## src/sv/tcw_pkg.sv

```systemverilog
`timescale 1ns / 1ps
// ----------------------------------------------------------------------------
// tcw_pkg: shared types and codes for the text console writer
// Request and response beats, controller commands and datapath status.
// ----------------------------------------------------------------------------
package tcw_pkg;

  typedef struct packed {
    logic [1:0]  opcode;
    logic [7:0]  char_code;
    logic [7:0]  color;
    logic [10:0] cell_index;
  } req_t;

  typedef struct packed {
    logic [6:0]  cursor_col;
    logic [4:0]  cursor_row;
    logic [10:0] cursor_location;
    logic        scrolled;
    logic [7:0]  read_char;
    logic [7:0]  read_attr;
  } rsp_t;

  localparam logic [1:0] OP_PUT   = 2'd0;
  localparam logic [1:0] OP_CLEAR = 2'd1;
  localparam logic [1:0] OP_READ  = 2'd2;

  localparam logic [7:0] CH_BS        = 8'h08;
  localparam logic [7:0] CH_TAB       = 8'h09;
  localparam logic [7:0] CH_LF        = 8'h0a;
  localparam logic [7:0] CH_CR        = 8'h0d;
  localparam logic [7:0] CH_SPACE     = 8'h20;
  localparam logic [7:0] CH_PRINT_MAX = 8'h7f;
  localparam logic [7:0] ATTR_BS      = 8'h0f;
  localparam logic [7:0] ATTR_SCROLL  = 8'h07;
  localparam int         TAB_STEP     = 8;

  localparam logic [1:0] PTR_HOLD     = 2'd0;
  localparam logic [1:0] PTR_ZERO     = 2'd1;
  localparam logic [1:0] PTR_LAST_ROW = 2'd2;
  localparam logic [1:0] PTR_INC      = 2'd3;

  localparam logic [2:0] MEM_NONE   = 3'd0;
  localparam logic [2:0] MEM_PUT    = 3'd1;
  localparam logic [2:0] MEM_SC_RD  = 3'd2;
  localparam logic [2:0] MEM_SC_WR  = 3'd3;
  localparam logic [2:0] MEM_FILL   = 3'd4;
  localparam logic [2:0] MEM_CLEAR  = 3'd5;
  localparam logic [2:0] MEM_ZERO   = 3'd6;
  localparam logic [2:0] MEM_RDCELL = 3'd7;

  typedef struct packed {
    logic       ld_in;
    logic       exec;
    logic       load_out;
    logic [1:0] ptr_op;
    logic [2:0] mem_op;
  } cmd_t;

  typedef struct packed {
    logic       out_free;
    logic       need_scroll;
    logic       ptr_end;
    logic       copy_end;
    logic [1:0] opcode;
  } sts_t;

endpackage

```

## src/sv/tcw_ctrl.sv

```systemverilog
`timescale 1ns / 1ps
// ----------------------------------------------------------------------------
// tcw_ctrl: sequencer for the text console writer
// Accepts request beats and steps the datapath through put, scroll, clear,
// read and the zeroing pass after reset.
// ----------------------------------------------------------------------------
module tcw_ctrl (
  input  logic          clk,
  input  logic          rst,
  input  logic          req_valid,
  output logic          req_stall,
  input  tcw_pkg::sts_t sts,
  output tcw_pkg::cmd_t cmd
);
  import tcw_pkg::*;

  localparam logic [2:0] S_INIT  = 3'd0;
  localparam logic [2:0] S_IDLE  = 3'd1;
  localparam logic [2:0] S_EXEC  = 3'd2;
  localparam logic [2:0] S_SC_RD = 3'd3;
  localparam logic [2:0] S_SC_WR = 3'd4;
  localparam logic [2:0] S_FILL  = 3'd5;
  localparam logic [2:0] S_CLR   = 3'd6;
  localparam logic [2:0] S_DONE  = 3'd7;

  logic [2:0] state;
  logic [2:0] state_next;

  always_ff @(posedge clk) begin
    if (rst) begin
      state <= S_INIT;
    end else begin
      state <= state_next;
    end
  end

  always_comb begin
    cmd        = '0;
    state_next = state;
    req_stall  = (state != S_IDLE);
    unique case (state)
      S_INIT: begin
        cmd.mem_op = MEM_ZERO;
        cmd.ptr_op = PTR_INC;
        if (sts.ptr_end) begin
          cmd.ptr_op = PTR_ZERO;
          state_next = S_IDLE;
        end
      end
      S_IDLE: begin
        if (req_valid) begin
          cmd.ld_in  = 1'b1;
          cmd.ptr_op = PTR_ZERO;
          state_next = S_EXEC;
        end
      end
      S_EXEC: begin
        cmd.exec = 1'b1;
        unique case (sts.opcode)
          OP_PUT: begin
            cmd.mem_op = MEM_PUT;
            state_next = sts.need_scroll ? S_SC_RD : S_DONE;
          end
          OP_CLEAR: begin
            state_next = S_CLR;
          end
          OP_READ: begin
            cmd.mem_op = MEM_RDCELL;
            state_next = S_DONE;
          end
          default: begin
            state_next = S_DONE;
          end
        endcase
      end
      S_SC_RD: begin
        cmd.mem_op = MEM_SC_RD;
        state_next = S_SC_WR;
      end
      S_SC_WR: begin
        cmd.mem_op = MEM_SC_WR;
        if (sts.copy_end) begin
          cmd.ptr_op = PTR_LAST_ROW;
          state_next = S_FILL;
        end else begin
          cmd.ptr_op = PTR_INC;
          state_next = S_SC_RD;
        end
      end
      S_FILL: begin
        cmd.mem_op = MEM_FILL;
        cmd.ptr_op = PTR_INC;
        if (sts.ptr_end) begin
          state_next = S_DONE;
        end
      end
      S_CLR: begin
        cmd.mem_op = MEM_CLEAR;
        cmd.ptr_op = PTR_INC;
        if (sts.ptr_end) begin
          state_next = S_DONE;
        end
      end
      S_DONE: begin
        if (sts.out_free) begin
          cmd.load_out = 1'b1;
          state_next   = S_IDLE;
        end
      end
    endcase
  end

  a_accept_exec: assert property (@(posedge clk) disable iff (rst)
    (req_valid && !req_stall) |=> (state == S_EXEC))
    else $error("accepted beat did not start execution");

  a_scroll_start: assert property (@(posedge clk) disable iff (rst)
    (state == S_EXEC && sts.opcode == OP_PUT && sts.need_scroll) |=> (state == S_SC_RD))
    else $error("row overflow did not start a scroll");

  a_fill_end: assert property (@(posedge clk) disable iff (rst)
    (state == S_FILL && sts.ptr_end) |=> (state == S_DONE))
    else $error("last row fill did not finish");

endmodule

```

## config.mk

```make
export PLATFORM = sky130hd
export DESIGN_NAME = tcw_ctrl
export DESIGN_NICKNAME = d
export VERILOG_FILES = /design/src/sv/tcw_pkg.sv /design/src/sv/tcw_ctrl.sv
export SDC_FILE = /design/constraint.sdc
export NUM_CORES = 1
export LEC_CHECK = 0
export BUFFER_PORTS_ARGS = -buffer_cell sky130_fd_sc_hd__buf_2
export CAP_MARGIN = 15
export CORE_AREA = 2 2 39 41
export CTS_BUF_LIST = sky130_fd_sc_hd__clkbuf_4
export DETAILED_ROUTE_END_ITERATION = 16
export DIE_AREA = 0 0 41 43
export PLACE_DENSITY = 0.58
export REMOVE_ABC_BUFFERS = 1
export SETUP_SLACK_MARGIN = 0.4
export SLEW_MARGIN = 30
export SYNTH_ARGS = -nofsm -noshare
export SYNTH_HDL_FRONTEND = slang
export SYNTH_SLANG_ARGS = --single-unit
export TNS_END_PERCENT = 20
```

## constraint.sdc

```tcl
create_clock -name clk -period 1.7 [get_ports clk]
set_input_delay 0 -clock clk [delete_from_list [all_inputs] [get_ports clk]]
set_output_delay 0 -clock clk [all_outputs]
set_load 0.01 [all_outputs]
```

==> metrics.log, run 1 <==
INFO  metric areaGrowthSynthToFinish = 60.7%
INFO  metric final.period_utilization = 76.6%
INFO  metric max_slew_margin = 82.8%
INFO  metric initialDrtViolationCount = 3
INFO  metric syn_avg_cell_area = 6.49 sq um
INFO  metric num_io_pins = 18
INFO  metric die_height = 43 um
INFO  metric layout_setup_ws = 397 ps
INFO  metric total_leakage_power = 0.268 nW
INFO  metric worst_path_max_delay_cell = dfxtp_4
INFO  metric ys_types = 25
INFO  metric stdcell_area = 553 sq um
INFO  metric design.core.area = 0.00138 sq mm
INFO  metric worstPathArrival = 1420 ps
INFO  metric drv_cap = 0
INFO  metric worst-endpoint-required = 1820 ps
INFO  metric rsz_0062_raised_after_global_routing = true
INFO  metric ctsLongestPathBuffers = 2
INFO  metric grt_pass1_vias = 377
INFO  metric clock_skew_after_layout = 5.28 ps
INFO  metric drive_above_1_share = 51.9%
INFO  metric placement.cell_area = 434 sq um
INFO  metric ant_diodes = 0
INFO  metric pwr_density_cell = 1860 mW/mm^2
INFO  metric finalCoreUtilization = 40.0%
INFO  metric max_transition_viols_final = 0
INFO  metric power.share.sequential = 18.6%
INFO  metric post-place-cells = 83
INFO  metric route.antenna.remaining_nets = 0
INFO  metric routed_wire_length_per_instance = 11.1 um
INFO  metric worst_slack_placed = 340 ps
INFO  metric worst-setup-path-type = reg -> reg
INFO  metric place.detailed.hpwl = 721 um
INFO  metric synth_sequential_area_ratio = 17.5%
INFO  metric path_max_fanout = 7
INFO  metric report.final.setup_viol = 0
INFO  metric rr_worst_depth = 5
INFO  metric final_cell_count_no_fill = 93
INFO  metric hp-start = sts[0]
INFO  metric top_register = state
INFO  metric reg_top3 = state (3)
INFO  metric p_comb_share = 67.6%
INFO  metric power_switching_share = 46.1%
INFO  metric net_switching = 0.475 mW
INFO  metric maximum_resistive_drop_on_vdd = 0.803 mV
INFO  metric status = finished, final reports clean
INFO  metric worst_pin_slew = 258 ps
INFO  metric timing.hold.worst_endpoint = state[0]
INFO  metric worstHoldPathCells = 4
INFO  metric totalNegativeSetupSlack = 0 ps
INFO  metric cts-htree-levels = 1
INFO  metric power_report.internal_total = 0.556 mW
INFO  metric postSynthRegisterBits = 3
INFO  metric final_hold_violating_endpoints = 0
INFO  metric antenna_violations_before_repair = 0
INFO  metric synthCells = 53
INFO  metric dr_vias = 459
INFO  metric clkPwrFrac = 13.8%
INFO  metric grt_max_degree = 13
INFO  metric startpoint_type = register
INFO  metric timing.hold.worst.class = in -> reg
INFO  metric worst-r2r-setup-slack = 400 ps
INFO  metric timing.hold.ws = 166 ps
INFO  metric tritoncts.num_buffers = 3
INFO  metric die_w = 41 um
INFO  metric place_congestion = 0.823
INFO  metric cts_tree = done
INFO  metric buffer_ports.inserted = 17
INFO  metric largest_reg_flops = 3
INFO  metric critPathMaxStageDelay = 350 ps
INFO  metric num-fill-cells = 148
INFO  metric critical_path.reg2reg.endpoint = state[2]
INFO  metric cts.sink_count = 3
INFO  metric finalWorstPathRequiredPeriod = 1300 ps
INFO  metric via_per_inst = 4.94
INFO  metric r2r-start = state[0]
INFO  metric floorplan.die_area = 0.00176 sq mm
INFO  metric capturing_element_type_of_the_critical_path = register
INFO  metric crit_chain = buf_6 > buf_4 > nor3_2 > a211oi_1 > o311a_1
INFO  metric synthesis.area = 344 sq um
INFO  metric clk-insertion-delay-late = 240 ps
INFO  metric clkTransAtPathRegs = 40 ps
INFO  metric postRouteWirelength = 1.04 mm
INFO  metric rows = 14
INFO  metric fmax = 768 MHz
INFO  metric grt_first_pass_wirelength = 1.44 mm
INFO  metric initial_core_util = 24.9%
INFO  metric drtPass1Iterations = 4
INFO  metric ys.warnings.count = 0
INFO  metric globalRouteTotalUtil = 12.1%
INFO  metric grt.overflow.total = 0
INFO  metric report.power.total = 1.03 mW
INFO  metric final_net_count = 87
INFO  metric drcViolationCount = 0
INFO  metric clock-root-buffer = clkbuf_4
-- cell usage in the layout (no fill, tap or decap), types with 3 or more instances in the layout --
| cell type | count |
|---|---|
| a21oi_1 | 3 |
| nand2_1 | 4 |
| o21ai_0 | 5 |
| clkbuf_4 | 4 |
| buf_4 | 6 |
| buf_2 | 17 |
| nor2_1 | 8 |
| inv_1 | 4 |
-- power groups by stage --
stage / clock network, mW / registers [mW] / logic (mW)
4_1_cts: 0.147 / 0.189 / 0.576
3_3_place_gp: 0 / 0.174 / 0.553
3_5_place_dp: 0 / 0.176 / 0.547
2_1_floorplan: 0 / 0.183 / 0.335
6_report: 0.142 / 0.192 / 0.697
5_1_grt: 0.153 / 0.200 / 0.768
-- repair_timing --
item                                    in CTS  in global routing
hold buffers                                 1                  0
pin swaps                                    0                  3
hold endpoints to repair                     2                  0
setup buffers                                0                  5
endpoints found under the setup margin       4                  2
gates resized for setup                      8                  7
cloned                                       0                  0
-- critical path: cells and delay by family, from the launching register on --
kind | cells | cell delay, ps
DFF | 1 | 350
AOI/OAI and AO/OA | 2 | 420
and+or+nand+nor | 1 | 150
buffers and inverters | 2 | 270
-- kinds of logic after synthesis --
kind of cell    Yosys count  synth area share [%]
compound gates           20                  40.4
buf+inv                  11                  15.3
flops                     3                  17.5
mux                       1                  2.91
simple gates             18                  24.0
-- worst max path at each step --
stage	start	end	slack [ps]	cells after the start
after floorplan	state[0]	state[2]	300	4
after global placement	state[0]	state[2]	390	4
after detailed placement	state[0]	state[2]	340	4
after CTS	state[0]	cmd[3]	390	6
after global routing	state[0]	state[2]	350	5
final	state[0]	state[2]	400	5
-- synth_stat cells --
master	number	area (sq um)
a211oi_1	1	7.51
buf_6	1	11.3
o32ai_1	1	8.76
clkbuf_1	1	3.75
dfxtp_1	3	60.1
mux2i_1	1	10.0
a31oi_1	1	6.26
a41oi_1	1	8.76
o21ai_2	2	17.5
nor3_1	1	5.00
nand2_1	5	18.8
nor2b_1	1	6.26
o22ai_1	1	6.26
nor2_1	8	30.0
o311a_1	1	10.0
buf_2	3	15.0
a221oi_1	2	17.5
and3_1	1	6.26
and4_1	1	8.76
nor3b_1	1	7.51
inv_1	6	22.5
a21oi_1	3	15.0
a21oi_2	1	8.76
o21ai_0	5	25.0
o211ai_1	1	7.51
-- area by class of cell --
cell class	count	area [sq um]	area share, %
Multi-Input combinational cell	39	255	46.2
Timing Repair Buffer	25	151	27.4
Sequential cell	3	68.8	12.4
Clock buffer	4	30.0	5.43
Inverter	6	27.5	4.98
Tap cell	16	20.0	3.62
-- layer usage --
metal / track usage [%] / wire length [um]
met1: 13.0 / 419
met2: 19.1 / 531
met3: 6.81 / 84
met4: 4.00 / 0
met5: 0 / 0
Power figures use the tool's default switching activity.
==> run 2: changes to the inputs <==
--- a/config.mk
+++ b/config.mk
@@ -5,13 +5,14 @@
 export SDC_FILE = /design/constraint.sdc
 export NUM_CORES = 1
 export LEC_CHECK = 0
+export ABC_AREA = 1
 export BUFFER_PORTS_ARGS = -buffer_cell sky130_fd_sc_hd__buf_2
 export CAP_MARGIN = 15
 export CORE_AREA = 2 2 39 41
 export CTS_BUF_LIST = sky130_fd_sc_hd__clkbuf_4
 export DETAILED_ROUTE_END_ITERATION = 16
 export DIE_AREA = 0 0 41 43
-export PLACE_DENSITY = 0.58
+export PLACE_DENSITY = 0.57
 export REMOVE_ABC_BUFFERS = 1
 export SETUP_SLACK_MARGIN = 0.4
 export SLEW_MARGIN = 30
==> constraint.sdc (replaced) <==
create_clock -name clk -period 1.28 [get_ports clk]
set_input_delay 0 -clock clk [delete_from_list [all_inputs] [get_ports clk]]
set_output_delay 0 -clock clk [all_outputs]
set_load 0.01 [all_outputs]
==> run 2 against run 1 <==
Against the previous run:
- critical path depth rose by 1
- clock skew fell by 4.1 ps
- hold slack got worse by 140 ps
- global-route usage rose by 4.3 points
- non-clock buffer count fell by 1
- clock power rose by 31%
- die area did not move
- first-iteration DRC count fell by 100%
- synthesized cell count rose by 17%
- sequential cell count did not move
- critical path type is now reg -> out
- largest power group unchanged
==> metrics.log, run 2 <==
INFO  metric antenna_violations_before_repair = 0 (unchanged)
INFO  metric clock-root-buffer = clkbuf_4 (unchanged)
INFO  metric worst-setup-path-type = reg -> out (was reg -> reg)
INFO  metric critPathMaxStageDelay = 370 ps (was 350 ps)
INFO  metric worst_pin_slew = 264 ps (was 258 ps)
INFO  metric initialDrtViolationCount = 0 (was 3)
INFO  metric max_slew_margin = 82.3% (was 82.8%)
INFO  metric grt_first_pass_wirelength = 1.94 mm (was 1.44 mm)
INFO  metric route.antenna.remaining_nets = 0 (unchanged)
INFO  metric power_switching_share = 49.1% (was 46.1%)
INFO  metric timing.hold.worst.class = in -> reg (unchanged)
INFO  metric synthCells = 62 (was 53)
INFO  metric areaGrowthSynthToFinish = 91.1% (was 60.7%)
INFO  metric report.final.setup_viol = 0 (unchanged)
INFO  metric worst_path_max_delay_cell = dfxtp_4 (unchanged)
INFO  metric power.share.sequential = 16.2% (was 18.6%)
INFO  metric grt_max_degree = 8 (was 13)
INFO  metric drv_cap = 0 (unchanged)
INFO  metric finalCoreUtilization = 46.7% (was 40.0%)
INFO  metric grt_pass1_vias = 510 (was 377)
INFO  metric status = finished, final reports clean (unchanged)
INFO  metric cts-htree-levels = 1 (unchanged)
INFO  metric clock_skew_after_layout = 1.20 ps (was 5.28 ps)
INFO  metric rows = 14 (unchanged)
INFO  metric post-place-cells = 96 (was 83)
INFO  metric worst_slack_placed = 108 ps (was 340 ps)
INFO  metric capturing_element_type_of_the_critical_path = primary output (was register)
INFO  metric buffer_ports.inserted = 17 (unchanged)
INFO  metric rsz_0062_raised_after_global_routing = true (unchanged)
INFO  metric power_report.internal_total = 0.877 mW (was 0.556 mW)
INFO  metric drive_above_1_share = 61.1% (was 51.9%)
INFO  metric asyncSetResetFlopFracSynth = 0% (unchanged)
INFO  metric fmax = 809 MHz
INFO  metric worst-endpoint-required = 1280 ps (was 1820 ps)
INFO  metric tritoncts.num_buffers = 3 (unchanged)
INFO  metric design.core.area = 0.00138 sq mm (unchanged)
INFO  metric clkPwrFrac = 10.8% (was 13.8%)
INFO  metric layout_commonest_cell = buf_2 (unchanged)
INFO  metric finalWorstPathRequiredPeriod = 1240 ps
INFO  metric commonest_cells_after_routing_fill_and_taps_aside = buf_2 (16), nand2_1 (9), inv_1 (7), nor2_1 (7) (was buf_2 (17), nor2_1 (8), buf_4 (6), o21ai_0 (5))
INFO  metric report.power.total = 1.72 mW (was 1.03 mW)
INFO  metric ctsLongestPathBuffers = 2 (unchanged)
INFO  metric num-fill-cells = 152 (was 148)
INFO  metric syn_avg_cell_area = 5.45 sq um (was 6.49 sq um)
INFO  metric top_register = state (unchanged)
INFO  metric timing.hold.ws = 27.3 ps (was 166 ps)
INFO  metric synth.area.top_cells = dfxtp_1 (18%), nand2_1 (13%), nor2_1 (13%) (was dfxtp_1 (17%), nor2_1 (8.7%), o21ai_0 (7.3%))
INFO  metric cts.sink_count = 3 (unchanged)
INFO  metric worstPathArrival = 1240 ps (was 1420 ps)
INFO  metric pwr_density_cell = 2670 mW/mm^2 (was 1860 mW/mm^2)
INFO  metric worst-r2r-setup-slack = 120 ps (was 400 ps)
INFO  metric drtPass1Iterations = 1 (was 4)
INFO  metric clk-insertion-delay-late = 230 ps (was 240 ps)
INFO  metric drcViolationCount = 0 (unchanged)
INFO  metric die_height = 43 um (unchanged)
INFO  metric netlist.area_leader.share = 17.8% (was 17.5%)
INFO  metric max_transition_viols_final = 0 (unchanged)
INFO  metric layout_setup_ws = 44.5 ps (was 397 ps)
INFO  metric initial_core_util = 24.4% (was 24.9%)
INFO  metric synth_largest_area_cell = dfxtp_1 (unchanged)
INFO  metric number_of_flops_mapped_to_enable_cells_by_yosys = 0 (unchanged)
INFO  metric ant_diodes = 0 (unchanged)
INFO  metric synth_sequential_area_ratio = 17.8% (was 17.5%)
INFO  metric grt.overflow.total = 0 (unchanged)
INFO  metric yosys-top-cells-count = nand2_1 (12), nor2_1 (12), inv_1 (9) (was nor2_1 (8), inv_1 (6), nand2_1 (5), o21ai_0 (5))
INFO  metric p_comb_share = 73.0% (was 67.6%)
INFO  metric maximum_resistive_drop_on_vdd = 1.14 mV (was 0.803 mV)
INFO  metric crit_chain = nor3_4 > inv_2 > nor2_4 > nor2_1 > o211ai_1 > buf_2 (was buf_6 > buf_4 > nor3_2 > a211oi_1 > o311a_1)
INFO  metric place_congestion = 0.804 (was 0.823)
INFO  metric net_switching = 0.845 mW (was 0.475 mW)
INFO  metric clkTransAtPathRegs = 40 ps (about the same)
INFO  metric postRouteWirelength = 1.12 mm (was 1.04 mm)
INFO  metric cts_tree = done (unchanged)
INFO  metric ys.flop_type = dfxtp_1 (unchanged)
INFO  metric total_leakage_power = 0.328 nW (was 0.268 nW)
INFO  metric place.detailed.hpwl = 714 um (was 721 um)
INFO  metric routed_wire_length_per_instance = 10.6 um (was 11.1 um)
INFO  metric globalRouteTotalUtil = 16.4% (was 12.1%)
INFO  metric ys.warnings.count = 0 (unchanged)
INFO  metric synthesis.area = 338 sq um (was 344 sq um)
INFO  metric postSynthRegisterBits = 3 (unchanged)
INFO  metric path_max_fanout = 7 (unchanged)
INFO  metric reg_top3 = state (3) (unchanged)
INFO  metric dr_vias = 493 (was 459)
INFO  metric final_hold_violating_endpoints = 0 (unchanged)
INFO  metric startpoint_type = register (unchanged)
INFO  metric floorplan.die_area = 0.00176 sq mm (unchanged)
INFO  metric die_w = 41 um (unchanged)
INFO  metric final_net_count = 100 (was 87)
INFO  metric largest_reg_flops = 3 (unchanged)
INFO  metric num_io_pins = 18 (unchanged)
INFO  metric final_cell_count_no_fill = 106 (was 93)
INFO  metric ys_types = 17 (was 25)
INFO  metric final.period_utilization = 96.5%
INFO  metric via_per_inst = 4.65 (was 4.94)
## run 2: cell count changes after synthesis, moves of 2 or more
cell,before,now
o21ai_2,2,0
buf_2,3,0
nand3_1,0,2
o21ai_0,5,2
nor2_1,8,12
nand2_1,5,12
nor3_1,1,3
a221oi_1,2,0
inv_1,6,9
nor2_2,0,2
inv_2,0,3
nand4_1,0,2
nand3_2,0,2
## run 2: timing repair
| action | CTS | global route |
|---|---|---|
| resized for setup | 28 | 9 |
| hold buffers | 0 | 0 |
| setup endpoints to repair | 12 | 12 |
| pin swaps | 10 | 9 |
| setup buffers | 6 | 0 |
## run 2: through the flow
step	setup TNS, ps	cell area (sq um)
final	0	646
after global routing	-70.2	646
after CTS	-0.449	614
after detailed placement	0	450
after global placement	0	450
after floorplan	0	338
## run 2: critical path, delay by kind of cell, from the launching register on
kind            cells  cell delay [ps]
buf+inv             2              220
compound gates      1               70
flops               1              370
simple gates        3              340
## run 2: power by group through the flow
stage                     combinational [mW]  sequential (mW)  clock [mW]
after global placement                 0.819            0.223           0
final                                   1.26            0.278       0.186
after global routing                    1.40            0.286       0.198
after CTS                               1.14            0.267       0.193
after detailed placement               0.821            0.222           0
after floorplan                        0.559            0.214           0
## run 2: layout make-up
type / instances / area, sq um / area share (%)
clock buffer: 4 / 30.0 / 4.65
sequential: 3 / 71.3 / 11.0
timing repair buffer: 24 / 155 / 24.0
multi-input combinational: 46 / 314 / 48.6
inverter: 13 / 55.1 / 8.53
tap: 16 / 20.0 / 3.10
## run 2: cell families after synthesis
logic type             share of synthesized area, %
and+or+nand+nor                                54.4
buffers and inverters                          14.4
AOI/OAI and AO/OA                              13.3
DFF                                            17.8
## run 2: worst paths after layout
check                                end  startpoint  depth (start not counted)
worst max-delay path              cmd[3]    state[1]                          6
worst min register to register  state[1]    state[1]                          4
worst max register to register  state[1]    state[0]                          7
worst min-delay path            state[0]         rst                          4
## run 2: routing by layer
| layer | vias up | wire, um | track usage (%) |
|---|---|---|---|
| li1 | 255 | - | - |
| met1 | 227 | 438 | 17.0 |
| met2 | 9 | 625 | 27.8 |
| met3 | 2 | 42 | 1.57 |
| met4 | 0 | 16 | 12.0 |
| met5 | - | 0 | 0 |
